--- src/rtl/crd_pkg.sv ---
// Shared types and result codes for the compact record decoder.
`default_nettype none

package crd_pkg;

  typedef enum logic [2:0] {
    KIND_COUNT = 3'd0,
    KIND_UNS   = 3'd1,
    KIND_SGN   = 3'd2,
    KIND_CHAR  = 3'd3,
    KIND_EMPTY = 3'd4
  } kind_e;

  localparam logic [1:0] TYPE_UNS = 2'd0;
  localparam logic [1:0] TYPE_SGN = 2'd1;

  localparam logic [4:0] MAX_NUM_BYTES = 5'd4;

  typedef struct packed {
    kind_e       kind;
    logic [31:0] value;
    logic        end_of_field;
    logic        last_in_record;
    logic        last_record;
    logic        length_error;
  } result_t;

endpackage

`default_nettype wire

--- src/rtl/crd_core.sv ---
// Record decoder state machine: one stream byte per step, at most one result.
`default_nettype none

module crd_core (
  input  wire               clk_i,
  input  wire               rst_ni,
  input  wire               step_i,
  input  wire  [7:0]        byte_i,
  output logic              res_valid_o,
  output crd_pkg::result_t  res_o
);
  import crd_pkg::*;

  typedef enum logic [1:0] {
    PH_COUNT  = 2'd0,
    PH_HEADER = 2'd1,
    PH_NUMBER = 2'd2,
    PH_STRING = 2'd3
  } phase_e;

  phase_e      phase_q, phase_d;
  logic [7:0]  records_left_q, records_left_d;
  logic [5:0]  bytes_left_q, bytes_left_d;
  logic [31:0] acc_q, acc_d;
  logic [4:0]  field_size_q, field_size_d;
  logic        signed_q, signed_d;
  logic        last_q, last_d;

  logic [1:0]  hdr_type;
  logic [7:0]  rec_dec;
  logic [5:0]  left_dec;
  logic [31:0] acc_shift;
  logic [31:0] num_value;
  logic        field_last;
  logic        close_last_rec;
  phase_e      close_phase;

  assign hdr_type   = byte_i[6:5];
  assign rec_dec    = records_left_q - 8'd1;
  assign left_dec   = bytes_left_q - 6'd1;
  assign acc_shift  = {acc_q[23:0], byte_i};
  assign field_last = (phase_q == PH_HEADER) ? byte_i[7] : last_q;

  // field close, for the field whose header bit 7 is in field_last
  always_comb begin
    close_last_rec = 1'b0;
    close_phase    = PH_HEADER;
    if (field_last && rec_dec == 8'd0) begin
      close_last_rec = 1'b1;
      close_phase    = PH_COUNT;
    end
  end

  always_comb begin
    num_value = acc_shift;
    if (signed_q) begin
      case (field_size_q)
        5'd1:    num_value = {{24{acc_shift[7]}}, acc_shift[7:0]};
        5'd2:    num_value = {{16{acc_shift[15]}}, acc_shift[15:0]};
        5'd3:    num_value = {{8{acc_shift[23]}}, acc_shift[23:0]};
        default: num_value = acc_shift;
      endcase
    end
  end

  always_comb begin
    phase_d        = phase_q;
    records_left_d = records_left_q;
    bytes_left_d   = bytes_left_q;
    acc_d          = acc_q;
    field_size_d   = field_size_q;
    signed_d       = signed_q;
    last_d         = last_q;
    res_valid_o    = 1'b0;
    res_o          = '{kind: KIND_COUNT, value: '0, end_of_field: 1'b0,
                       last_in_record: 1'b0, last_record: 1'b0, length_error: 1'b0};
    unique case (phase_q)
      PH_COUNT: begin
        records_left_d    = byte_i;
        res_valid_o       = 1'b1;
        res_o.value       = {24'd0, byte_i};
        res_o.last_record = (byte_i == 8'd0);
        phase_d           = (byte_i == 8'd0) ? PH_COUNT : PH_HEADER;
      end
      PH_HEADER: begin
        last_d = byte_i[7];
        acc_d  = '0;
        if (hdr_type == TYPE_UNS || hdr_type == TYPE_SGN) begin
          signed_d     = hdr_type[0];
          field_size_d = byte_i[4:0];
          bytes_left_d = {1'b0, byte_i[4:0]};
          if (byte_i[4:0] == 5'd0) begin
            res_valid_o          = 1'b1;
            res_o.kind           = hdr_type[0] ? KIND_SGN : KIND_UNS;
            res_o.end_of_field   = 1'b1;
            res_o.last_in_record = byte_i[7];
            res_o.last_record    = close_last_rec;
            phase_d              = close_phase;
            if (byte_i[7]) records_left_d = rec_dec;
          end else begin
            phase_d = PH_NUMBER;
          end
        end else begin
          bytes_left_d = byte_i[5:0];
          if (byte_i[5:0] == 6'd0) begin
            res_valid_o          = 1'b1;
            res_o.kind           = KIND_EMPTY;
            res_o.end_of_field   = 1'b1;
            res_o.last_in_record = byte_i[7];
            res_o.last_record    = close_last_rec;
            phase_d              = close_phase;
            if (byte_i[7]) records_left_d = rec_dec;
          end else begin
            phase_d = PH_STRING;
          end
        end
      end
      PH_NUMBER: begin
        acc_d        = acc_shift;
        bytes_left_d = left_dec;
        if (left_dec == 6'd0) begin
          res_valid_o          = 1'b1;
          res_o.kind           = signed_q ? KIND_SGN : KIND_UNS;
          res_o.value          = num_value;
          res_o.end_of_field   = 1'b1;
          res_o.last_in_record = last_q;
          res_o.last_record    = close_last_rec;
          res_o.length_error   = (field_size_q > MAX_NUM_BYTES);
          phase_d              = close_phase;
          if (last_q) records_left_d = rec_dec;
        end
      end
      PH_STRING: begin
        bytes_left_d = left_dec;
        res_valid_o  = 1'b1;
        res_o.kind   = KIND_CHAR;
        res_o.value  = {24'd0, byte_i};
        if (left_dec == 6'd0) begin
          res_o.end_of_field   = 1'b1;
          res_o.last_in_record = last_q;
          res_o.last_record    = close_last_rec;
          phase_d              = close_phase;
          if (last_q) records_left_d = rec_dec;
        end
      end
      default: phase_d = PH_COUNT;
    endcase
  end

  always_ff @(posedge clk_i or negedge rst_ni) begin
    if (!rst_ni) begin
      phase_q        <= PH_COUNT;
      records_left_q <= '0;
      bytes_left_q   <= '0;
      acc_q          <= '0;
      field_size_q   <= '0;
      signed_q       <= 1'b0;
      last_q         <= 1'b0;
    end else if (step_i) begin
      phase_q        <= phase_d;
      records_left_q <= records_left_d;
      bytes_left_q   <= bytes_left_d;
      acc_q          <= acc_d;
      field_size_q   <= field_size_d;
      signed_q       <= signed_d;
      last_q         <= last_d;
    end
  end

  // a record is open whenever a count byte is not expected
  a_records_open: assert property (@(posedge clk_i) disable iff (!rst_ni)
    phase_q != PH_COUNT |-> records_left_q != 8'd0)
    else $error("records_left zero outside count phase");

  // value and string phases always have bytes still to come
  a_bytes_pending: assert property (@(posedge clk_i) disable iff (!rst_ni)
    (phase_q == PH_NUMBER || phase_q == PH_STRING) |-> bytes_left_q != 6'd0)
    else $error("bytes_left zero inside a field");

  // a count result never closes a field
  a_count_no_eof: assert property (@(posedge clk_i) disable iff (!rst_ni)
    (res_valid_o && res_o.kind == KIND_COUNT) |-> !res_o.end_of_field)
    else $error("count result flagged end of field");

  // closing the final record always returns to the count phase
  a_last_rec_phase: assert property (@(posedge clk_i) disable iff (!rst_ni)
    (step_i && res_valid_o && res_o.last_record) |=> phase_q == PH_COUNT)
    else $error("last record did not return to count phase");

endmodule

`default_nettype wire

--- src/rtl/compact_record_decoder.sv ---
// Top level of the compact record decoder: stream ports, input and result registers.
`default_nettype none

// Decodes a compact record stream one byte per beat: a record count byte, then
// for each field a header byte followed by big-endian value bytes or string
// characters. Each input beat is captured in an input register, decoded by the
// state machine in a single step and yields at most one result beat, which sits
// in the result register until taken. One byte is accepted per cycle while the
// result side keeps up; each beat passes the input register, then the result register.
// While a result waits downstream the input register takes at most one more
// beat and then holds the input off until the result is taken.
// tuser carries the result kind; tlast marks the result that completes the
// final record, and also the result of a zero record count.
module compact_record_decoder (
  input  wire         clk_i,
  input  wire         rst_ni,
  input  wire         s_axis_tvalid_i,
  output logic        s_axis_tready_o,
  input  wire  [7:0]  s_axis_tdata_i,   // [7:0] in_byte
  output logic        m_axis_tvalid_o,
  input  wire         m_axis_tready_i,
  output logic [39:0] m_axis_tdata_o,   // [31:0] value, [32] end_of_field,
                                        // [33] last_in_record, [34] length_error,
                                        // [39:35] zero
  output logic [2:0]  m_axis_tuser_o,   // [2:0] kind
  output logic        m_axis_tlast_o    // last_record
);
  import crd_pkg::*;

  logic       in_valid_q;
  logic [7:0] in_byte_q;
  logic       out_valid_q;
  result_t    out_res_q;

  logic       step;
  logic       res_valid;
  result_t    res;

  assign step            = in_valid_q && (!out_valid_q || m_axis_tready_i);
  assign s_axis_tready_o = !in_valid_q || step;

  crd_core u_core (
    .clk_i       (clk_i),
    .rst_ni      (rst_ni),
    .step_i      (step),
    .byte_i      (in_byte_q),
    .res_valid_o (res_valid),
    .res_o       (res)
  );

  always_ff @(posedge clk_i or negedge rst_ni) begin
    if (!rst_ni) begin
      in_valid_q  <= 1'b0;
      out_valid_q <= 1'b0;
    end else begin
      if (s_axis_tready_o) in_valid_q <= s_axis_tvalid_i;
      if (step) begin
        out_valid_q <= res_valid;
      end else if (m_axis_tready_i) begin
        out_valid_q <= 1'b0;
      end
    end
  end

  always_ff @(posedge clk_i) begin
    if (s_axis_tready_o && s_axis_tvalid_i) in_byte_q <= s_axis_tdata_i;
    if (step && res_valid) out_res_q <= res;
  end

  assign m_axis_tvalid_o = out_valid_q;
  assign m_axis_tdata_o  = {5'd0, out_res_q.length_error, out_res_q.last_in_record,
                            out_res_q.end_of_field, out_res_q.value};
  assign m_axis_tuser_o  = out_res_q.kind;
  assign m_axis_tlast_o  = out_res_q.last_record;

  // a held beat is decoded only once the result register has room
  a_no_overwrite: assert property (@(posedge clk_i) disable iff (!rst_ni)
    (out_valid_q && !m_axis_tready_i) |-> !step)
    else $error("result overwritten while stalled");

  // a stalled input byte stays put until decoded
  a_in_hold: assert property (@(posedge clk_i) disable iff (!rst_ni)
    (in_valid_q && !step) |=> (in_valid_q && $stable(in_byte_q)))
    else $error("input beat lost before decode");

  // result register empties only by a downstream take or a resultless step
  a_out_drop: assert property (@(posedge clk_i) disable iff (!rst_ni)
    (out_valid_q && !m_axis_tready_i) |=> out_valid_q)
    else $error("result dropped while stalled");

endmodule

`default_nettype wire

--- config.mk ---
export PLATFORM = sky130hd
export DESIGN_NAME = compact_record_decoder
export DESIGN_NICKNAME = d
export VERILOG_FILES = /design/src/rtl/crd_pkg.sv /design/src/rtl/crd_core.sv /design/src/rtl/compact_record_decoder.sv
export SDC_FILE = /design/constraint.sdc
export NUM_CORES = 1
export LEC_CHECK = 0
export ABC_AREA = 0
export BUFFER_PORTS_ARGS = -buffer_cell sky130_fd_sc_hd__buf_2
export CAP_MARGIN = 0
export CORE_ASPECT_RATIO = 0.8
export CORE_MARGIN = 2
export CORE_UTILIZATION = 45
export CTS_BUF_LIST = sky130_fd_sc_hd__clkbuf_8
export CTS_CLUSTER_SIZE = 16
export DETAILED_ROUTE_END_ITERATION = 10
export SKIP_LAST_GASP = 1
export SLEW_MARGIN = 20
export SYNTH_ARGS = -nofsm -noshare
export SYNTH_HDL_FRONTEND = slang
export SYNTH_SLANG_ARGS = --single-unit
export TNS_END_PERCENT = 20
--- constraint.sdc ---
create_clock -name clk_i -period 4.8 [get_ports clk_i]
set_input_delay 0.96 -clock clk_i [delete_from_list [all_inputs] [get_ports clk_i]]
set_output_delay 0.96 -clock clk_i [all_outputs]
set_load 0.005 [all_outputs]
* Word level (Yosys, flattened, before mapping) *
Index checks and enable logic that the tools add are counted.
Widths: inputs -> output; s select.

word-level totals
  flip-flop bits (word level) = 96
  input port bits = 12
  word-level logic and storage cells = 99

cells by class
  add/subtract/negate cells = 2
  magnitude comparators = 1
  eq/ne operators = 11
  multiplexer cells = 42
  reductions and logical operators = 27

operators by type and width
  operator             number
  $pmux 32 s3          1
  $pmux 32 s2          1
  $mux 8               6
  $pmux 24 s2          1
  $mux 39              1
  $mux 32              1
  $pmux 8 s3           1
  $mux 3               7
  $logic_not 8->1      2
  $logic_not 6->1      2
  $mux 2               6
  $pmux 2 s3           2
  $pmux 6 s2           1
  $eq 5x2->1 const B   2
  $mux 1               10
  $pmux 3 s3           1
  $reduce_and 2->1     4
  $sub 8x1->8 const B  1
  $mux 6               1
  $ne 3x3->1 const B   2
  $reduce_bool 2->1    3
  $sub 6x1->6 const B  1
  $eq 5x1->1 const B   1
  $gt 5x3->1 const B   1
  other kinds (13)     24

* Depth between registers and ports, before layout *
Gate-level depths: netlist (run 1).

  word-level depth = 7
  depth in mapped cells = 9
  mapped depth without buffers = 7

* Hierarchy *
From an unflattened synthesis (run 1), not the netlist that was laid out.

unflattened totals
  cell total of the unflattened synthesis = 443
  area, all modules = 4544.4 um2

by module, submodules not included
  module                  instances  cells each  area an instance (um2)  seq. area each (um2)
  crd_core                1          380         2982.9                  1176.1
  compact_record_decoder  1          63          1561.5                  1461.4

* Least setup slack after synthesis (run 1) *
No wires, ideal clock.

  path type = reg-to-reg
  start point = register u_core.bytes_left_q[1]
  end point = register out_res_q, in the netlist m_axis_tdata_o[0], enable pin
  setup time = 0.448 ns
  arrival = 3.526 ns
  setup slack = 0.825 ns
  cell stages (with the launch flop) = 8
  path buffers = 0
  cell sequence = dfrtp_1 inv_1 ha_1 or3b_1 nor4_2 nand2_1 a21o_1 a21oi_1

between the ends
  word-level cells in the longest chain between the ends = 5

RTL lines
  item                    line                          source
  from (decl)             crd_core.sv:23                logic [5:0] bytes_left_q, bytes_left_d;
  from (signal assigned)  crd_core.sv:162               bytes_left_q <= bytes_left_d;
  $sub 6x1->6             crd_core.sv:40                assign left_dec = bytes_left_q - 6'd1;
  $logic_not 6->1         crd_core.sv:121               if (left_dec == 6'd0) begin
  $mux 1                  crd_core.sv:121
  $pmux 1 s3              crd_core.sv:77                unique case (phase_q)
  $logic_and 1x1->1       compact_record_decoder.sv:67  if (step && res_valid) out_res_q <= res;
  to (signal assigned)    compact_record_decoder.sv:67
  to (decl)               compact_record_decoder.sv:33  result_t out_res_q;

Every way passes these cells.
A chain may end at the register's enable or synchronous reset.

* Final worst setup path (run 1) *
  start point = register u_core.bytes_left_q[1]
  end point = register out_res_q, in the netlist m_axis_tdata_o[20], enable pin

Same word-level chain as after synthesis.

==> results of run 1 <==
worst max-delay path: cells and delay by family, from the launching register on:
| kind | cells | cell delay, ps |
|---|---|---|
| compound gates | 2 | 960 |
| flops | 1 | 420 |
| fa+ha+maj | 1 | 150 |
| simple gates | 3 | 860 |
| buf+inv | 2 | 450 |
synth_stat cells, types with 2 or more instances:
cell | instances | area share (%)
a21oi_2 | 21 | 3.9
buf_1 | 2 | 0.16
o21a_1 | 5 | 0.80
mux2i_1 | 4 | 0.85
a22o_1 | 3 | 0.56
nor3_1 | 4 | 0.43
a32oi_1 | 2 | 0.37
a21o_1 | 2 | 0.32
buf_6 | 4 | 0.96
edfxtp_1 | 47 | 30
xor2_1 | 2 | 0.37
a211o_1 | 3 | 0.56
buf_4 | 5 | 0.80
clkbuf_1 | 18 | 1.4
a21oi_1 | 19 | 2.0
nand2b_1 | 5 | 0.66
nor2_1 | 18 | 1.4
nand4b_1 | 2 | 0.37
nand3_1 | 9 | 0.96
or2_2 | 2 | 0.27
o21ai_1 | 3 | 0.32
o211a_1 | 2 | 0.43
nand2_1 | 97 | 7.7
o21ai_0 | 46 | 4.9
mux2_2 | 7 | 1.7
dfrtp_1 | 49 | 26
and2_1 | 10 | 1.3
a31oi_1 | 2 | 0.27
o211ai_1 | 3 | 0.48
nor2b_1 | 4 | 0.53
o31ai_1 | 3 | 0.48
nor4_1 | 4 | 0.53
inv_1 | 8 | 0.64
nor4_2 | 2 | 0.53
nand3b_1 | 2 | 0.32
ha_1 | 9 | 2.4
registers in the layout, summed over array words and instances, names as in the netlist:
| register | count |
|---|---|
| in_valid_q | 1 |
| m_axis_tvalid_o | 1 |
| m_axis_tuser_o | 3 |
| u_core.last_q | 1 |
| u_core.signed_q | 1 |
| u_core.phase_q | 2 |
| u_core.field_size_q | 5 |
| m_axis_tdata_o | 35 |
| u_core.bytes_left_q | 6 |
| u_core.acc_q | 24 |
| u_core.records_left_q | 8 |
| in_byte_q | 8 |
| m_axis_tlast_o | 1 |
final timing paths:
| path | start | end | slack (ps) |
|---|---|---|---|
| max | u_core.bytes_left_q[1] | m_axis_tdata_o[20] | 1650 |
| max in group asynchronous | rst_ni | u_core.acc_q[22] | 3650 |
| min in group asynchronous | rst_ni | u_core.records_left_q[5] | 670 |
| min reg2reg | u_core.acc_q[22] | u_core.acc_q[22] | 490 |
| min | u_core.acc_q[22] | u_core.acc_q[22] | 490 |
| max reg2reg | u_core.bytes_left_q[1] | m_axis_tdata_o[20] | 1650 |
routing by layer:
layer	global-route usage, %	wire length, µm	vias to the layer above
met5	0	0	-
met4	6.53	142	0
met3	4.19	728	10
met2	26.6	4150	106
met1	30.9	5530	1622
li1	-	-	1668
metrics by stage:
stage               std cells  hold WS, ps  setup WS, ps
floorplan                 454          450           825
global placement          620          468          1710
detailed placement        620          471          1610
CTS                       636          492          1600
global route              636          522          1380
finish                    636          489          1650
power by group through the flow:
| stage | logic [mW] | registers, mW | clock network, mW |
|---|---|---|---|
| CTS | 1.02 | 1.32 | 0.561 |
| finish | 1.02 | 1.32 | 0.541 |
| detailed placement | 1.01 | 1.33 | 0 |
| global route | 1.15 | 1.35 | 0.595 |
| global placement | 0.995 | 1.33 | 0 |
| floorplan | 0.738 | 1.29 | 0 |
cells by family (layout without fill, tap and decap cells):
group	Yosys count	after routing	synth area share [%]
mux	11	11	2.53
simple gates	171	171	17.3
flops	96	96	56.1
other cells	1	5	0.0797
xor+xnor	2	2	0.372
fa+ha+maj	9	9	2.39
compound gates	121	121	17.1
buf+inv	39	81	4.18
cell type report:
type | count | share of cell area [%]
clock buffer | 12 | 3.15
clock inverter | 4 | 0.859
inverter | 9 | 0.644
multi-input combinational | 319 | 36.2
sequential | 96 | 50.3
tap | 140 | 3.34
timing repair buffer | 56 | 5.54
==> results.py, run 1 <==
metrics = {
    "run_status": {
        "run_status": "complete, no violations",
    },
    "global_route": {
        "grt_pass1_wl_um": 16900,
        "first_global_vias": 3107,
        "antenna_found_initial": 0,
        "track_usage_pct": 19.7,
        "grt_overflow": 0,
        "pin_count_of_the_biggest_net_entering_global_routing": 50,
    },
    "die": {
        "die_area_um2": 11300,
        "ios": 58,
        "core_area_um2": 10200,
        "die-height_um": 95.5,
        "rows": 33,
        "floorplan.die.width_um": 118,
        "initial_utilization_pct": 46.1,
    },
    "critical_path": {
        "critical_path_arrival_ps": 3220,
        "critical_path.max_fanout": 29,
        "path_class": "reg -> reg",
        "logic_depth_of_the_worst_register_to_register_path": 8,
        "worst_ep_required_time_ps": 4870,
        "crit_slowest_cell": "a21oi_4",
        "critical_path.startpoint_type": "flop",
        "kind_of_capture_point_of_the_worst_setup_path": "flop",
        "timing.critical_path.slowest_cell_delay_ps": 710,
        "path_cells": "inv_1, ha_1, or3b_1, nor4_2, nand2_1, a21o_1, a21oi_4, buf_4",
    },
    "power": {
        "vdd.ir_drop.worst_mv": 0.222,
        "power_frac_seq_pct": 45.9,
        "power.share.switching_pct": 38.2,
        "pwr_density_cell_nw_per_um2": 548,
        "p_clk_share_pct": 18.8,
        "total_leakage_power_nw": 1.98,
        "p_total_mw": 2.88,
        "switchingPower_mw": 1.10,
        "p_int_mw": 1.78,
        "power.share.combinational_pct": 35.3,
    },
    "synth": {
        "yosys_most_used_dff": "dfrtp_1",
        "synth_enable_flop_cells": 47,
        "synth_warn": 0,
        "register_bit_count_reported_by_yosys": 96,
        "yosysSeqAreaShare_pct": 56.1,
        "post_synth_inst_count": 450,
        "syn_avg_cell_area_um2": 10.5,
        "summed_instance_area_of_the_synthesized_netlist_um2": 4700,
        "synth_cell_type_count": 58,
        "ys_async_sr_fraction_pct": 51.0,
    },
    "timing": {
        "final.setup_skew_ps": 8.58,
        "grt_setup_unrepaired": "false",
        "timing_worst_slew_pin_value_ps": 894,
        "fin_setup_tns_ps": 0,
        "post-route-period-util_pct": 65.6,
        "final-setup-viol-count": 0,
        "final_period_minus_worst_setup_slack_ps": 3150,
        "timing.final.hold_violations": 0,
        "max_freq_mhz": 317,
        "slew-limit-headroom_pct": 40.2,
        "timing.final.max_slew_violations": 0,
    },
    "layout": {
        "ff_latch_area_um2": 2640,
        "design_area_um2": 5240,
        "multi_input_comb_area_um2": 1900,
        "most_common_library_cell_in_the_layout_ignoring_fill_and_taps": "nand2_1",
        "post-route-util_pct": 51.4,
        "drive_gt1_share_pct": 22.0,
        "finish.net_count": 512,
        "antenna_cells": 0,
        "syn2layout_area_growth_pct": 11.5,
        "layout_common_cells": "97 x nand2_1, 52 x buf_2, 49 x dfrtp_1, 47 x edfxtp_1, 46 x o21ai_0",
        "fillCellCount": 942,
    },
    "clock_tree": {
        "post-cts-setup-buffers": 0,
        "max-clock-path-buffers": 2,
        "cts.repair.resized": 0,
        "clock_tree.htree_level_count": 3,
        "cts_hold_buf": 0,
        "worst_skew_pair.late_latency_ps": 370,
        "clockRootBuffer": "clkbuf_8",
        "cts_tree": "built",
        "cts_inserted_buffers": 9,
        "clk_pin_slew_ps": 80,
        "clkSinkCount": 96,
    },
    "route": {
        "detailedRoute.firstPassIterationCount": 4,
        "postRouteWirelength_um": 10600,
        "avgViaCountPerCell": 5.36,
        "detailed_route_drc_error_count": 0,
        "drt_iter0_markers": 215,
        "postRouteAntennaNets": 0,
        "routed-via-count": 3406,
        "wl_per_cell_um": 16.6,
    },
    "placement": {
        "detailed_place.area_um2": 5030,
        "gp_routability_congestion": 0.870,
        "port_buffers": 52,
        "dpl.hpwl_um": 7470,
    },
    "flow_run": {
        "max-cap-violations": 0,
    },
    "min_path": {
        "min_delay_path_depth": 2,
        "hold_class": "reg -> reg",
    },
}
(Power assumes the default switching activity.)
==> run 2: changes to the inputs <==
--- a/config.mk
+++ b/config.mk
@@ -5,7 +5,7 @@
 export SDC_FILE = /design/constraint.sdc
 export NUM_CORES = 1
 export LEC_CHECK = 0
-export ABC_AREA = 0
+export ABC_AREA = 1
 export BUFFER_PORTS_ARGS = -buffer_cell sky130_fd_sc_hd__buf_2
 export CAP_MARGIN = 0
 export CORE_ASPECT_RATIO = 0.8
@@ -14,6 +14,7 @@
 export CTS_BUF_LIST = sky130_fd_sc_hd__clkbuf_8
 export CTS_CLUSTER_SIZE = 16
 export DETAILED_ROUTE_END_ITERATION = 10
+export PLACE_DENSITY = 0.67
 export SKIP_LAST_GASP = 1
 export SLEW_MARGIN = 20
 export SYNTH_ARGS = -nofsm -noshare
==> constraint.sdc (replaced) <==
create_clock -name clk_i -period 2.6 [get_ports clk_i]
set_input_delay 0.52 -clock clk_i [delete_from_list [all_inputs] [get_ports clk_i]]
set_output_delay 0.52 -clock clk_i [all_outputs]
set_load 0.005 [all_outputs]
==> run 2 against run 1 <==
Net effect:
- sequential cell count stayed put
- first-iteration DRC count is 11% lower
- worst setup slack lost 1400 ps
- largest cell class unchanged
- register-to-register slack got worse by 1400 ps
- design area decreased by 0.57%
- via count increased by 3.8%
==> results.py, run 2 <==
metrics = {
    "die": {
        "die-height_um": 94.1,
        "rows": 32,
        "core_area_um2": 9770,
        "floorplan.die.width_um": 117,
        "initial_utilization_pct": 46.8,
        "ios": 58,
        "die_area_um2": 11000,
    },
    "power": {
        "total_leakage_power_nw": 2.40,
        "pwr_density_cell_nw_per_um2": 1070,
        "vdd.ir_drop.worst_mv": 0.399,
    },
    "layout": {
        "antenna_cells": 0,
        "ff_latch_area_um2": 2640,
        "syn2layout_area_growth_pct": 14.1,
        "drive_gt1_share_pct": 18.7,
        "largest_register_ff_count": 35,
        "multi_input_comb_area_um2": 1610,
        "layout_common_cells": "101 x nand2_1, 60 x inv_1, 59 x o21ai_0, 52 x buf_2, 49 x dfrtp_1",
        "fillCellCount": 929,
        "most_common_library_cell_in_the_layout_ignoring_fill_and_taps": "nand2_1",
        "finish.net_count": 573,
    },
    "critical_path": {
        "crit_path_frequent_cell": "inv_1",
        "logic_depth_of_the_worst_register_to_register_path": 11,
        "kind_of_capture_point_of_the_worst_setup_path": "flop",
        "critical_path.max_fanout": 28,
        "path_cells": "inv_1, ha_1, inv_1, nor2_1, inv_1, o22ai_1, inv_2, nand2_1, nand2_1, clkinvlp_4, buf_12",
        "endpoint": "m_axis_tdata_o[31]",
        "path_class": "reg -> reg",
        "critical_path.startpoint_type": "flop",
        "critical_path_arrival_ps": 2440,
        "timing.critical_path.slowest_cell_delay_ps": 440,
        "worst_ep_required_time_ps": 2670,
        "critical_path.startpoint": "u_core.phase_q[0]",
        "crit_slowest_cell": "dfrtp_1",
        "register_to_register_path_setup_slack_ps": 230,
        "regToRegStartpoint": "u_core.phase_q[0]",
        "rr_endpoint": "m_axis_tdata_o[31]",
    },
    "global_route": {
        "antenna_found_initial": 0,
        "grt_pass1_wl_um": 16300,
        "pin_count_of_the_biggest_net_entering_global_routing": 50,
        "first_global_vias": 3391,
        "track_usage_pct": 19.6,
        "grt_overflow": 0,
    },
    "clock_tree": {
        "clock_tree.htree_level_count": 3,
        "cts_inserted_buffers": 9,
        "clkSinkCount": 96,
        "worst_skew_pair.late_latency_ps": 370,
        "cts_hold_buf": 0,
        "clockRootBuffer": "clkbuf_8",
        "cts_tree": "built",
        "clk_pin_slew_ps": 90,
        "max-clock-path-buffers": 2,
    },
    "synth": {
        "yosysSeqAreaShare_pct": 57.7,
        "ys_async_sr_fraction_pct": 51.0,
        "post_synth_inst_count": 494,
        "synth_top_area_share_pct": 30.9,
        "syn_avg_cell_area_um2": 9.25,
        "summed_instance_area_of_the_synthesized_netlist_um2": 4570,
        "synth_common_cells": "101 x nand2_1, 59 x inv_1, 59 x o21ai_0",
        "synth_warn": 0,
        "register_bit_count_reported_by_yosys": 96,
        "synth_cell_type_count": 31,
        "synth_enable_flop_cells": 47,
        "yosys_most_used_dff": "dfrtp_1",
        "post_synth_main_area_contributors": "edfxtp_1 31%, dfrtp_1 27%, nand2_1 8.3%, o21ai_0 6.5%, inv_1 4.8%",
        "yosys.area.top_type": "edfxtp_1",
        "cell_with_the_most_instances_after_synthesis": "nand2_1",
    },
    "route": {
        "wl_per_cell_um": 14.4,
        "postRouteAntennaNets": 0,
        "drt_iter0_markers": 192,
        "avgViaCountPerCell": 5.10,
        "routed-via-count": 3534,
        "postRouteWirelength_um": 9980,
        "detailed_route_drc_error_count": 0,
        "detailedRoute.firstPassIterationCount": 5,
    },
    "placement": {
        "dpl.hpwl_um": 7240,
        "preCtsSetupSlack_ps": 220,
        "port_buffers": 52,
        "gp_routability_congestion": 0.927,
    },
    "timing": {
        "timing.final.hold_violations": 0,
        "final-setup-viol-count": 0,
        "fin_setup_tns_ps": 0,
        "grt_setup_unrepaired": "false",
        "final.setup_skew_ps": 14.4,
        "finalWorstSetupSlack_ps": 231,
        "timing_worst_slew_pin_value_ps": 528,
        "max_freq_mhz": 422,
        "post-route-period-util_pct": 91.1,
        "slew-limit-headroom_pct": 64.7,
        "timing.final.max_slew_violations": 0,
        "final_period_minus_worst_setup_slack_ps": 2370,
    },
    "flow_run": {
        "max-cap-violations": 0,
    },
    "run_status": {
        "run_status": "complete, no violations",
    },
    "min_path": {
        "hold_class": "in -> async",
    },
}
## run 2: layer usage
layer  vias up  track usage, %  part of all wire, %
met5         -               0                    0
met4         0            5.59                  1.4
met3        16            5.03                  5.1
met2       104            29.9                   44
met1      1669            27.6                   49
li1       1745               -                    -
## run 2: worst max-delay path: cells and delay by family, from the launching register on
family / cells / cell delay [ps]
buffers and inverters: 6 / 810
DFF: 1 / 440
adders and majority gates: 1 / 240
AOI/OAI and AO/OA: 1 / 200
and+or+nand+nor: 3 / 370
## run 2: layout make-up
| cell class | count | area share (%) |
|---|---|---|
| inverters | 64 | 4.68 |
| clock buffers | 10 | 2.64 |
| clock inverters | 6 | 0.696 |
| flip-flops and latches | 96 | 50.6 |
| repair buffers | 61 | 7.25 |
| multi-input cells | 320 | 30.9 |
| well taps | 136 | 3.26 |
## run 2: cells by family after synthesis
group           count (synthesis)  synth area share, %
xor+xnor                        4                0.931
flops                          96                 57.7
buf+inv                        82                 7.48
other cells                     1               0.0821
compound gates                103                 12.6
fa+ha+maj                       9                 2.46
simple gates                  199                 18.7
## run 2: worst min-delay path by stage
| stage | from | depth (start not counted) | to |
|---|---|---|---|
| finish | rst_ni | 2 | u_core.records_left_q[0] |
| global route | rst_ni | 2 | u_core.records_left_q[0] |
| CTS | rst_ni | 2 | u_core.records_left_q[3] |
| detailed placement | u_core.records_left_q[5] | 2 | u_core.records_left_q[5] |
| global placement | u_core.records_left_q[5] | 2 | u_core.records_left_q[5] |
| floorplan | rst_ni | 0 | in_valid_q |
## run 2: timing repair
item                       in CTS  in global routing
buffers inserted                0                  0
setup endpoints to repair       0                 28
gates resized for setup         0                  1
## run 2: per-stage QoR
step | cell area [µm²] | instances | power, mW | hold WS (ps) | util, %
3_5_place_dp | 5030 | 677 | 4.70 | 480 | 51.5
3_3_place_gp | 5030 | 677 | 4.64 | 473 | 51.5
4_1_cts | 5210 | 693 | 5.57 | 122 | 53.3
2_1_floorplan | 4590 | 498 | 3.94 | 224 | -
5_1_grt | 5210 | 693 | 6.01 | 123 | 53.4
6_report | 5210 | 693 | 5.57 | 120 | 53.4
## run 2: power breakdown
group          internal, mW  switching (mW)
logic                 0.763            1.54
registers              2.12           0.279
clock network         0.369           0.503
total                  3.25            2.32
==> run 3: changes to the inputs <==
--- a/config.mk
+++ b/config.mk
@@ -15,6 +15,7 @@
 export CTS_CLUSTER_SIZE = 16
 export DETAILED_ROUTE_END_ITERATION = 10
 export PLACE_DENSITY = 0.67
+export REMOVE_ABC_BUFFERS = 1
 export SKIP_LAST_GASP = 1
 export SLEW_MARGIN = 20
 export SYNTH_ARGS = -nofsm -noshare
==> run 3 against run 2 <==
Net effect:
- sequential power about the same
- count of clock-buffer cells in the layout unchanged
- register-to-register slack better by 20 ps
- sequential cell count unchanged
- critical path depth unchanged
==> results.py, run 3 (synthesis gave the netlist of run 2 again) <==
metrics = {
    "clock_tree": {
        "max-clock-path-buffers": 2,
        "clkSinkCount": 96,
        "clk_pin_slew_ps": 90,
        "clock_tree.htree_level_count": 3,
        "clockRootBuffer": "clkbuf_8",
        "cts_inserted_buffers": 9,
        "worst_skew_pair.late_latency_ps": 360,
        "cts_tree": "built",
        "post-cts-setup-buffers": 0,
    },
    "placement": {
        "preCtsSetupSlack_ps": 202,
        "port_buffers": 52,
        "place_inst": 677,
        "gp_routability_congestion": 0.925,
        "dpl.hpwl_um": 7370,
    },
    "layout": {
        "largest_register_ff_count": 35,
        "antenna_cells": 0,
        "multi_input_comb_area_um2": 1610,
        "post-route-util_pct": 53.3,
        "ff_latch_area_um2": 2640,
        "most_common_library_cell_in_the_layout_ignoring_fill_and_taps": "nand2_1",
        "layout_common_cells": "101 x nand2_1, 60 x inv_1, 59 x o21ai_0, 52 x buf_2, 49 x dfrtp_1",
        "instances_no_fill": 693,
        "fillCellCount": 904,
        "syn2layout_area_growth_pct": 13.9,
        "drive_gt1_share_pct": 18.5,
        "finish.net_count": 573,
    },
    "global_route": {
        "gr-usage-met3_pct": 4.71,
        "pin_count_of_the_biggest_net_entering_global_routing": 33,
        "grt_util_met2_pct": 29.8,
        "grt_overflow": 0,
        "grt_pass1_wl_um": 17200,
        "antenna_found_initial": 0,
        "gr-max-usage-layer": "met1",
        "first_global_vias": 3434,
        "grt.met1_usage_pct": 30.9,
        "track_usage_pct": 20.6,
    },
    "critical_path": {
        "logic_depth_of_the_worst_register_to_register_path": 11,
        "path_class": "reg -> reg",
        "register_to_register_path_setup_slack_ps": 260,
        "regToRegStartpoint": "u_core.bytes_left_q[0]",
        "crit_slowest_cell": "dfrtp_1",
        "rr_endpoint": "m_axis_tdata_o[18]",
        "critical_path.max_fanout": 24,
        "timing.critical_path.slowest_cell_delay_ps": 350,
        "worst_ep_required_time_ps": 2660,
        "path_cells": "inv_1, ha_1, xor2_1, nor3_1, nand2_2, o22ai_1, inv_2, nand2_1, nand2_1, inv_1, buf_6",
        "kind_of_capture_point_of_the_worst_setup_path": "flop",
        "critical_path.startpoint_type": "flop",
        "critical_path_arrival_ps": 2400,
    },
    "route": {
        "postRouteAntennaNets": 0,
        "detailed_route_drc_error_count": 0,
        "drt_iter0_markers": 286,
        "avgViaCountPerCell": 5.19,
        "detailedRoute.firstPassIterationCount": 5,
        "routed-via-count": 3600,
        "postRouteWirelength_um": 10500,
        "wl_per_cell_um": 15.1,
    },
    "power": {
        "pwr_density_cell_nw_per_um2": 1100,
        "total_leakage_power_nw": 2.42,
        "vdd.ir_drop.worst_mv": 0.456,
    },
    "timing": {
        "final_period_minus_worst_setup_slack_ps": 2340,
        "grt_setup_unrepaired": "false",
        "post-route-period-util_pct": 90.2,
        "timing_worst_slew_pin_value_ps": 650,
        "slew-limit-headroom_pct": 56.7,
        "final-setup-viol-count": 0,
        "timing.final.max_slew_violations": 0,
        "finalWorstSetupSlack_ps": 255,
        "final.setup_skew_ps": 10.3,
        "max_freq_mhz": 426,
        "timing.final.hold_violations": 0,
    },
    "die": {
        "floorplan.die.width_um": 117,
        "die-height_um": 94.1,
        "ios": 58,
        "die_area_um2": 11000,
        "core_area_um2": 9770,
        "rows": 32,
        "initial_utilization_pct": 46.8,
    },
    "flow_run": {
        "max-cap-violations": 0,
    },
    "run_status": {
        "run_status": "complete, no violations",
    },
    "min_path": {
        "hold_class": "in -> async",
    },
}
run 3: cell count changes in the layout (fill, tap and decap cells not counted):
cell,previous run,this run
buf_12,4,0
buf_4,5,8
buf_6,0,1
bufinv_16,0,2
clkinv_2,1,2
clkinvlp_4,3,0
nor3_1,2,3
nor3_2,2,1
run 3: cell type report:
cell class	instances	share of cell area, %
Clock buffer	10	2.64
Clock inverter	6	1.59
Inverter	64	4.62
Multi-Input combinational cell	320	30.8
Sequential cell	96	50.7
Tap cell	136	3.27
Timing Repair Buffer	61	6.37
run 3: per-stage QoR:
| step | power [mW] | instance area, µm² | hold slack [ps] | setup TNS (ps) |
|---|---|---|---|---|
| 2_1_floorplan | 3.86 | 4480 | 224 | -15830 |
| 3_3_place_gp | 4.59 | 4980 | 431 | 0 |
| 3_5_place_dp | 4.64 | 4980 | 438 | 0 |
| 4_1_cts | 5.72 | 5200 | 43.3 | 0 |
| 5_1_grt | 6.15 | 5200 | 31.2 | 0 |
| 6_report | 5.72 | 5200 | 40.7 | 0 |
run 3: report_power, final:
part / switching (mW) / internal [mW] / total, mW
sequential: 0.284 / 2.12 / 2.41
clock: 0.508 / 0.565 / 1.07
combinational: 1.55 / 0.699 / 2.25
run 3: metal layers:
layer  routed length, µm  share of wire [%]  up-vias
li1                    -                  -     1743
met1                5110                 49     1715
met2                4590                 44      127
met3                 605                5.8       15
met4                 146                1.4        0
met5                   0                  0        -
run 3: worst max-delay path, delay by kind of cell, from the launching register on:
kind	cells	cell delay [ps]
AOI/OAI and AO/OA	1	200
buffers and inverters	4	560
DFF	1	350
adders and majority gates	1	240
xor gates and xnor gates	1	160
and+or+nand+nor	4	530
run 3: how the worst max path moves through the flow:
stage / start / end / slack [ps] / depth (start not counted)
finish: u_core.bytes_left_q[0] / m_axis_tdata_o[18] / 260 / 11
global route: u_core.bytes_left_q[0] / m_axis_tdata_o[18] / 40 / 11
CTS: u_core.bytes_left_q[0] / m_axis_tdata_o[18] / 180 / 11
detailed placement: u_core.bytes_left_q[0] / m_axis_tdata_o[17] / 200 / 11
global placement: u_core.bytes_left_q[0] / m_axis_tdata_o[18] / 270 / 11
floorplan: u_core.phase_q[0] / m_axis_tdata_o[0] / -410 / 10
run 3: repair_timing:
item / 4_1_cts / 5_1_grt
hold buffers: 0 / 0
setup endpoints to repair: 0 / 24
gates resized for setup: 0 / 1
